## config.mk

```make
export PLATFORM = sky130hd
export DESIGN_NAME = ascii_decimal_number_parser_unit
export DESIGN_NICKNAME = d
export VERILOG_FILES = /design/src/design/adnp_pkg.sv /design/src/design/adnp_step.sv /design/src/design/ascii_decimal_number_parser_unit.sv
export SDC_FILE = /design/constraint.sdc
export NUM_CORES = 1
export LEC_CHECK = 0
export BUFFER_PORTS_ARGS = -buffer_cell sky130_fd_sc_hd__clkbuf_2
export CAP_MARGIN = 20
export CORE_MARGIN = 1
export CORE_UTILIZATION = 55
export CTS_CLUSTER_SIZE = 40
export DETAILED_ROUTE_END_ITERATION = 12
export PLACE_DENSITY = 0.73
export SYNTH_ARGS = -nofsm -noshare
export SYNTH_HDL_FRONTEND = slang
export SYNTH_SLANG_ARGS = --single-unit
```

## constraint.sdc

```tcl
create_clock -name clk -period 12.1 [get_ports clk]
set_input_delay 2.42 -clock clk [delete_from_list [all_inputs] [get_ports clk]]
set_output_delay 2.42 -clock clk [all_outputs]
set_load 0.02 [all_outputs]
```

## src/design/adnp_pkg.sv

```systemverilog
// Shared types and constants for the ASCII decimal number parser.
`timescale 1ns / 1ps
`default_nettype none

package adnp_pkg;

    localparam int MAX_CHARS = 11;
    localparam int CHAR_W    = 8;
    localparam int ACC_W     = 44;
    localparam int MANT_W    = 43;
    localparam int CNT_W     = 4;

    localparam logic [CNT_W-1:0]  CNT_MAX    = '1;
    localparam logic [ACC_W-1:0]  ZERO_CODE  = ACC_W'(48);
    localparam logic [CHAR_W-1:0] CHAR_POINT = 8'h2E;
    localparam logic [CHAR_W-1:0] CHAR_MINUS = 8'h2D;
    localparam logic [CHAR_W-1:0] CHAR_PLUS  = 8'h2B;

    // Parse state carried from one character to the next.
    typedef struct packed {
        logic [ACC_W-1:0] acc;
        logic             negative;
        logic             sign_seen;
        logic             point_seen;
        logic [CNT_W-1:0] frac_count;
        logic [CNT_W-1:0] char_count;
    } parse_state_t;

    // Finished number for one string.
    typedef struct packed {
        logic signed [MANT_W-1:0] mantissa;
        logic [CNT_W-1:0]         frac_digits;
        logic                     too_long;
    } parse_result_t;

endpackage

`default_nettype wire

```

## src/design/adnp_step.sv

```systemverilog
// Per-character parse step: next state and the result formed from it.
`timescale 1ns / 1ps
`default_nettype none

module adnp_step (
    input  wire adnp_pkg::parse_state_t      cur,
    input  wire logic [adnp_pkg::CHAR_W-1:0] char_byte,
    output adnp_pkg::parse_state_t           nxt,
    output adnp_pkg::parse_result_t          result
);
    import adnp_pkg::*;

    logic                is_sign;
    logic                is_point;
    logic [ACC_W-1:0]    acc_times10;
    logic [ACC_W-1:0]    acc_digit;
    logic [CNT_W:0]      net_count;
    logic [MANT_W-1:0]   mag;

    assign is_sign     = (char_byte == CHAR_MINUS) || (char_byte == CHAR_PLUS);
    assign is_point    = (char_byte == CHAR_POINT);
    // x*10 = x*8 + x*2, wraps mod 2^44
    assign acc_times10 = (cur.acc << 3) + (cur.acc << 1);
    assign acc_digit   = acc_times10 + {{(ACC_W-CHAR_W){1'b0}}, char_byte} - ZERO_CODE;

    always_comb
    begin
        nxt = cur;
        if (cur.char_count != CNT_MAX)
        begin
            nxt.char_count = cur.char_count + 1'b1;
        end
        if (is_sign)
        begin
            nxt.acc        = '0;
            nxt.point_seen = 1'b0;
            nxt.frac_count = '0;
            nxt.sign_seen  = 1'b1;
            nxt.negative   = (char_byte == CHAR_MINUS);
        end
        else if (is_point)
        begin
            nxt.point_seen = 1'b1;
        end
        else
        begin
            nxt.acc = acc_digit;
            if (cur.point_seen && (cur.frac_count != CNT_MAX))
            begin
                nxt.frac_count = cur.frac_count + 1'b1;
            end
        end
    end

    // sign extension of the 44-bit value does not touch the low 43 bits
    assign mag       = nxt.acc[MANT_W-1:0];
    assign net_count = {1'b0, nxt.char_count} - {{CNT_W{1'b0}}, nxt.sign_seen};

    always_comb
    begin
        if (net_count > (CNT_W+1)'(MAX_CHARS))
        begin
            result.mantissa    = '0;
            result.frac_digits = '0;
            result.too_long    = 1'b1;
        end
        else
        begin
            result.mantissa    = nxt.negative ? -$signed(mag) : $signed(mag);
            result.frac_digits = nxt.frac_count;
            result.too_long    = 1'b0;
        end
    end

endmodule

`default_nettype wire

```

## src/design/ascii_decimal_number_parser_unit.sv

```systemverilog
// Top level of the ASCII decimal number parser.
//
// Input channel: char_byte/last_char with in_valid/in_ready, one character
// per transaction, first character first, last_char set on the final one.
// Output channel: mantissa/frac_digits/too_long with out_valid/out_ready,
// one transaction per string; the number is mantissa / 10^frac_digits.
// Two stages: input register, then parse state and result register.
// Throughput: one character per cycle, except while a final character waits
// for a full output register; the multiply-by-ten and add on the
// accumulator are combinational.
// When the receiver stalls, the result holds in its register; characters
// keep flowing until a final character reaches the parse stage while the
// output register is still full, then in_ready drops until it is taken.
// Reset clears the input and output valid flags and all parse state;
// the block takes a character in the first cycle after reset.
`timescale 1ns / 1ps
`default_nettype none

module ascii_decimal_number_parser_unit (
    input  wire logic                                clk,
    input  wire logic                                rst_n,
    input  wire logic                                in_valid,
    output logic                                     in_ready,
    input  wire logic [adnp_pkg::CHAR_W-1:0]         char_byte,
    input  wire logic                                last_char,
    output logic                                     out_valid,
    input  wire logic                                out_ready,
    output logic signed [adnp_pkg::MANT_W-1:0]       mantissa,
    output logic [adnp_pkg::CNT_W-1:0]               frac_digits,
    output logic                                     too_long
);
    import adnp_pkg::*;

    logic                 in_valid_reg;
    logic [CHAR_W-1:0]    char_reg;
    logic                 last_reg;
    parse_state_t         state_reg;
    parse_state_t         state_next;
    parse_result_t        result_next;
    parse_result_t        result_reg;
    logic                 out_valid_reg;
    logic                 advance;
    logic                 in_fire;

    // a final character may only move on when the output slot is free or being taken
    assign advance  = in_valid_reg && (!last_reg || !out_valid_reg || out_ready);
    assign in_ready = !in_valid_reg || advance;
    assign in_fire  = in_valid && in_ready;

    adnp_step u_step (
        .cur       (state_reg),
        .char_byte (char_reg),
        .nxt       (state_next),
        .result    (result_next)
    );

    always_ff @(posedge clk or negedge rst_n)
    begin
        if (!rst_n)
        begin
            in_valid_reg  <= 1'b0;
            out_valid_reg <= 1'b0;
            state_reg     <= '0;
        end
        else
        begin
            if (in_ready)
            begin
                in_valid_reg <= in_valid;
            end
            if (advance)
            begin
                state_reg <= last_reg ? parse_state_t'('0) : state_next;
            end
            if (advance && last_reg)
            begin
                out_valid_reg <= 1'b1;
            end
            else if (out_ready)
            begin
                out_valid_reg <= 1'b0;
            end
        end
    end

    always_ff @(posedge clk)
    begin
        if (in_fire)
        begin
            char_reg <= char_byte;
            last_reg <= last_char;
        end
        if (advance && last_reg)
        begin
            result_reg <= result_next;
        end
    end

    assign out_valid   = out_valid_reg;
    assign mantissa    = result_reg.mantissa;
    assign frac_digits = result_reg.frac_digits;
    assign too_long    = result_reg.too_long;

endmodule

`default_nettype wire

```

======== Word level (Yosys, flattened, before mapping) ========
Index checks and enable logic that the tools add are counted.
cells by class
  equal/unequal tests ..................... 5
  magnitude comparators ................... 1
  multiplexer cells ....................... 13
  add/sub/neg operators ................... 7
  reductions and logical operators ........ 14
operators with widths
  operator                                                                number
  43-bit two-way mux                                                      3
  54-bit two-way mux                                                      1
  43-bit adder                                                            1
  43-bit by 8-bit adder with 43-bit output                                1
  43-bit negator                                                          1
  43-bit by 6-bit subtractor with 43-bit output (second input constant)   1
  8-bit by 6-bit equality test with 1-bit output (second input constant)  3
  4-bit two-way mux                                                       3
  4-bit by 1-bit adder with 4-bit output (second input constant)          2
  4-bit inequality test (second input constant)                           2
  5-bit by 4-bit > comparator with 1-bit output (second input constant)   1
  5-bit two-way mux                                                       1
  4-bit by 1-bit subtractor with 5-bit output                             1
  1-bit logical AND                                                       4
  1-bit logical OR                                                        4
  1-bit two-way mux                                                       4
  1-bit zero test                                                         3
  3-bit nonzero test                                                      1
  2-bit two-way mux                                                       1
  2-bit AND reduction                                                     1
  2-bit nonzero test                                                      1
storage, ports and cells
  bits in registers ....................... 113
  input bits .............................. 13
  logic and storage cells ................. 53
  output and inout port bits .............. 50

======== Longest topological paths before layout ========
Gate-level depths: netlist of the first run.
  depth after elaboration ................. 7
  gate-level depth with buffers ........... 21
  mapped depth without buffers ............ 18

======== By module ========
Synthesis of the first run repeated with hierarchy kept, for this count alone.
unflattened totals
  cells, all modules ...................... 1403
  area, all modules ....................... 11740.0 um^2
by module, submodules not included
  module                            times used  seq. area each (um^2)  cells each  area an instance (um^2)
  adnp_step                         1           0.0                    1025        6779.0
  ascii_decimal_number_parser_unit  1           3138.0                 378         4961.0

======== Least setup slack after synthesis of the first run ========
No wires, ideal clock.
  path type ............................... register -> register
  from .................................... register char_reg[3]
  to ...................................... register result_reg (netlist bit mantissa[42]), data pin
  arrival time ............................ 4.921 ns
  library setup time ...................... 0.260 ns
  slack ................................... 6.919 ns
  cell stages (with the launch flop) ...... 21
  path through ............................ edfxtp_1 -> clkbuf_1 -> inv_1 -> fa_1 -> inv_1 -> ha_1 -> ha_1 -> inv_1 -> fa_1 -> nand2b_1 -> a21o_1 -> a21o_1 -> or3_1 -> a311oi_1 -> o21ai_0 -> a32oi_1 -> nand4b_1 -> o31a_1 -> clkbuf_1 -> nor4_1 -> mux2_2
on the way
  word-level cells in the longest chain between the ends .. 6
ends and longest elaborated chain
  item                                           RTL line                                source
  start: declaration                             ascii_decimal_number_parser_unit.sv:35  logic [CHAR_W-1:0] char_reg;
  start signal: assignment                       ascii_decimal_number_parser_unit.sv:90  char_reg <= char_byte;
  43-bit by 8-bit adder with 43-bit output       adnp_step.sv:24                         assign acc_digit = acc_times10 + {{(ACC_W-CHAR_W){1'b0}}, char_byte} - ZERO_CODE;
  43-bit by 6-bit subtractor with 43-bit output  adnp_step.sv:24
  43-bit two-way mux                             adnp_step.sv:41                         else if (is_point)
  43-bit two-way mux                             adnp_step.sv:33                         if (is_sign)
  43-bit negator                                 adnp_step.sv:69                         result.mantissa = nxt.negative ? -$signed(mag) : $signed(mag);
  43-bit two-way mux                             adnp_step.sv:69
  end signal: assignment                         ascii_decimal_number_parser_unit.sv:95  result_reg <= result_next;
  end: declaration                               ascii_decimal_number_parser_unit.sv:40  parse_result_t result_reg;
Parallel ways exist; a longest one is shown, timed or not.
A chain may end at the register's enable or synchronous reset.

======== Worst setup path after layout of the first run ========
  from .................................... register char_reg[3]
  to ...................................... register result_reg (netlist bit mantissa[39]), data pin
The elaborated chain is that of the path after synthesis.

==> reports/results.ini, run 1 <==
[synth]
yosysSeqAreaShare_pct=30.1
synth_fp_nets=1388
yosys-top-cells-count=inv_1 (135), ha_1 (120), nand2_1 (114), nor2_1 (105), o21ai_0 (92)
yosysTopAreaCell=edfxtp_1
synth.most_common_cell=inv_1
synth_area_per_cell_um2=8.28
synth_edf_count=57
synthDistinctLibCells=83
synth_top_area_share_pct=16.6
async_flop_share_pct=49.6
synth_area_um2=10300
yosysWarnings=0
syn_inst=1249
ys_ff_latch=113
synthFlopType=edfxtp_1
synth_area_leaders=edfxtp_1 (17%), ha_1 (15%), dfrtp_1 (14%)

[clock_tree]
cts_tree=built
clock_latency_ns=0.43
cts_resized=0
h-tree-depth=4
cts.sinks=113
cts.clk_slew.worst_paths_ns=0.06
cts_setup_buffers=0
cts_root_buf=clkbuf_16
numCtsBuffers=17
holdBufCountCts=0
clockBufferDepth=2

[die]
core_area_um2=18200
start_util_pct=56.8
dieArea_um2=19400
fp.dieW_um=139
io_pins=63
rows=49
fp.dieH_um=139

[drt]
routed_wl_um=29700
ant_nets=0
drtIter0Drc=810
vias_per_cell=6.31
routedWlPerCell_um=19.4
dr.pass1.iters=11
vias=9650
post-route-drc-count=6

[finish]
area_delta_synth_final_pct=10.4
nets=1426
drive_gt1_share_pct=10.5
largest_reg_flops=54
diodes=0

[global_routing]
first_global_vias=9029
grt_util_all_layers_pct=31.3
grt_pass1_wl_um=47400
grt_max_degree=57
gr-total-overflow=0
grt_antenna_before_repair=0

[worst_setup_path]
cp_max_fo=10
crit_buf_inv=3
cp_slowest_cell=o41ai_1
crit_family=compound AO/OA/AOI/OAI gates
arrival_ns=5.91
cp_common_cell=inv_1
cp_data_required_time_ns=12.27
timing_worst_setup_path_type=register to register
regToRegSetupSlack_ns=6.36
cp-start-kind=register
endpoint_kind=register
crit_chain=inv_1, fa_1, inv_1, ha_1, ha_1, inv_1, fa_1, nand2b_1, a21o_1, a21oi_1, a21oi_1, o211ai_1, o21ai_0, o41ai_1, nand2_2, and4bb_2, nand3_1, mux2_1
critPathMaxStageDelay_ns=0.71

[sta]
fin_ws_ns=6.36
setup_violations=0
max_freq_ghz=0.174
skew_ns=0.00981
fin_tns_setup_ns=0
period_needed_ns=5.74
rsz0062_at_grt=no
hold_violations=0
slew_viol_final=0
tightest_slew_ns=1.00
period_share_pct=47.4
relSlewSlack_pct=33.3

[placed_design]
post-dp-hpwl_um=22400
gp_congestion=0.964
place_ws_ns=6.53
io_buffers=62

[run]
max_cap_violations=0

[status]
violations=DRC
status=complete, but fails checks

[min_path]
hold_class=register to register

[final timing paths]
path / from / endpoint / cells after the start
max in group asynchronous: rst_n / state_reg[12] / 2
worst min-delay path: state_reg[9] / state_reg[9] / 2
worst max register to register: char_reg[3] / mantissa[39] / 18
worst max-delay path: char_reg[3] / mantissa[39] / 18
min in group asynchronous: rst_n / state_reg[49] / 2
worst min register to register: state_reg[9] / state_reg[9] / 2
[cells in the final DEF (no fill, tap or decap), types with 5 or more instances in the layout]
cell       instances
a211o_1            6
a211oi_1          11
a21o_1            22
a21oi_1           85
a22o_1             5
a31oi_1           12
a32o_1             5
and2_1            16
and3_1             9
buf_4             10
clkbuf_16         17
clkbuf_2          62
dfrtp_1           56
edfxtp_1          57
fa_1               6
ha_1             120
inv_1            135
inv_6              5
mux2i_1           10
nand2_1          114
nand2b_1          13
nand3_1           26
nand3b_1           5
nand4_1           26
nor2_1           105
nor3_1            25
nor4_1            13
o211ai_1          11
o21a_1            11
o21ai_0           92
o22ai_1           24
o31a_1             7
o31ai_1           10
or2_2              6
or3_1             16
xnor2_1           28
xor2_1            19
[layout make-up]
type / count / area [µm²]
fillers: 1597 / 6790
multi-input cells: 946 / 6520
flip-flops and latches: 113 / 3110
inverters: 135 / 507
clock buffers: 19 / 453
repair buffers: 74 / 433
well taps: 229 / 287
clock inverters: 13 / 100
[cell families after synthesis]
group | synth area share (%)
simple gates | 19.0
compound gates | 22.8
buf+inv | 6.98
fa+ha+maj | 15.7
flops | 30.1
xor+xnor | 3.98
mux | 1.40
[per-layer routing]
layer,GRT usage (%),vias up,part of all wire (%)
met4,15.1,0,4.2
met2,52.2,382,47
met1,39.9,4561,43
met3,4.80,92,5.8
met5,0,-,0
li1,-,4615,-
[metrics by stage]
stage / hold WS, ns / area (µm²) / util, % / std cells
floorplan: 0.454 / 10300 / - / 1249
global placement: 0.472 / 10800 / 59.4 / 1495
detailed placement: 0.486 / 10800 / 59.4 / 1495
CTS: 0.499 / 11400 / 62.4 / 1527
global route: 0.537 / 11400 / 62.7 / 1529
finish: 0.494 / 11400 / 62.7 / 1529
[worst register-to-register path, delay by kind of cell (launching register included)]
kind / cells / cell delay (ns)
muxes: 1 / 0.34
DFF: 1 / 0.51
adders and majority gates: 4 / 1.40
and+or+nand+nor: 4 / 0.93
AOI/OAI and AO/OA: 6 / 1.99
buffers and inverters: 3 / 0.31
Power of run 1 is not shown: default switching activity piles up to over one toggle a cycle in this logic, so the estimate is an artifact.
==> run 2: changes to the inputs <==
PLACE_DENSITY = 0.76   (was 0.73)
clock period = 5.05 ns   (was 12.1 ns; I/O delays follow)
==> reports/results.ini, run 2 (synthesis results as in run 1) <==
[drt]
routedWlPerCell_um=20.2
dr.pass1.iters=10
vias=10300
routed_wl_um=32100
vias_per_cell=6.48
drtIter0Drc=993
ant_nets=0
post-route-drc-count=4

[sta]
relSlewSlack_pct=35.4
setup_violations=0
period_needed_ns=5.04
period_share_pct=99.8
skew_ns=0.00840
tightest_slew_ns=0.968
hold_violations=0
max_freq_ghz=0.198
rsz0062_at_grt=yes
slew_viol_final=0

[finish]
area_delta_synth_final_pct=18.3
layout_commonest_cell=inv_1
drive_gt1_share_pct=17.4
final_cell_mix=inv_1 (135), ha_1 (120), nand2_1 (114), nor2_1 (104), o21ai_0 (89)
nets=1488
largest_reg_flops=54
diodes=0
design_area_um2=12200

[run]
max_cap_violations=0

[worst_setup_path]
regToRegSetupSlack_ns=0.009
cp_max_fo=4
arrival_ns=5.21
cp-start-kind=register
timing_worst_setup_path_type=register to register
cp_data_required_time_ns=5.22
endpoint_kind=register

[clock_tree]
clock_latency_ns=0.43
cts.clk_slew.worst_paths_ns=0.06
cts.sinks=113
clockBufferDepth=2
h-tree-depth=4
cts_tree=built
cts_root_buf=clkbuf_16
numCtsBuffers=17
holdBufCountCts=0

[global_routing]
grt_pass1_wl_um=49500
first_global_vias=9742
grt_util_all_layers_pct=33.0
gr-total-overflow=0
grt_max_degree=51
grt_antenna_before_repair=0

[die]
core_area_um2=18200
dieArea_um2=19400
io_pins=63
fp.dieW_um=139
rows=49
fp.dieH_um=139
start_util_pct=56.8

[status]
status=complete, but fails checks
violations=DRC

[placed_design]
post-dp-hpwl_um=23500
io_buffers=62
placed_area_um2=11200
gp_congestion=1.00

[min_path]
hold_class=register to register

[run 2: cell types whose count changed in the layout (fill, tap and decap cells not counted), sizes merged]
cell      previous run  this run
buf                 12        74
clkinvlp             1         3
inv                142       136
clkbuf              81        82
bufinv               0         4
clkinv               5         4
[run 2: per-layer routing]
metal | wire (µm) | vias up | GRT usage [%] | share of wire [%]
met1 | 12800 | 4847 | 39.5 | 40
met4 | 1760 | 0 | 20.2 | 5.5
met5 | 0 | - | 0 | 0
met3 | 2340 | 133 | 5.28 | 7.3
met2 | 15300 | 585 | 55.7 | 48
li1 | - | 4737 | - | -
[run 2: path summary, 6_finish.rpt]
| check | end | start | cells past startpoint |
|---|---|---|---|
| max reg2reg | mantissa[42] | state_reg[11] | 18 |
| max in group asynchronous | state_reg[8] | rst_n | 2 |
| min reg2reg | state_reg[9] | state_reg[9] | 2 |
| min | state_reg[9] | state_reg[9] | 2 |
| min in group asynchronous | state_reg[51] | rst_n | 1 |
| max | mantissa[42] | state_reg[11] | 18 |
[run 2: area by class of cell]
cell class	instances	area [µm²]
repair buffers	136	882
multi-input cells	946	6800
well taps	229	287
inverters	135	507
clock inverters	12	179
flip-flops and latches	113	3110
fillers	1483	5970
clock buffers	20	468
[run 2: per-stage QoR]
step                setup slack [ns]  hold slack [ns]  setup TNS [ns]  util [%]  std cells
floorplan                     0.0161            0.454               0         -       1249
finish                       0.00910            0.499               0      67.2       1591
CTS                          0.00135            0.495               0      65.4       1584
detailed placement           -0.0463            0.479         -0.0989      61.8       1552
global placement              0.0750            0.473               0      61.8       1552
global route                  -0.140            0.519          -0.560      67.2       1591
[run 2: worst max-delay path, cell delays in order (launching register included)]
cell      delay (ns)
dfrtp_1         0.38
inv_1           0.09
fa_1            0.50
inv_1           0.04
ha_1            0.27
ha_1            0.18
inv_1           0.06
fa_1            0.37
nand2b_4        0.16
a21o_1          0.19
a21o_1          0.23
o31a_1          0.33
a211oi_2        0.31
o21a_1          0.17
o32ai_1         0.10
nor4_2          0.42
a41oi_2         0.23
nor4_2          0.35
mux2_2          0.38
[run 2: timing repair]
item                                    4_1_cts  5_1_grt
setup buffers                                 0        6
endpoints found under the setup margin        4       22
gates cloned                                  0        0
gates resized for setup                       2       51
pin swaps                                     2       16
Power of run 2 is left out for the same reason.
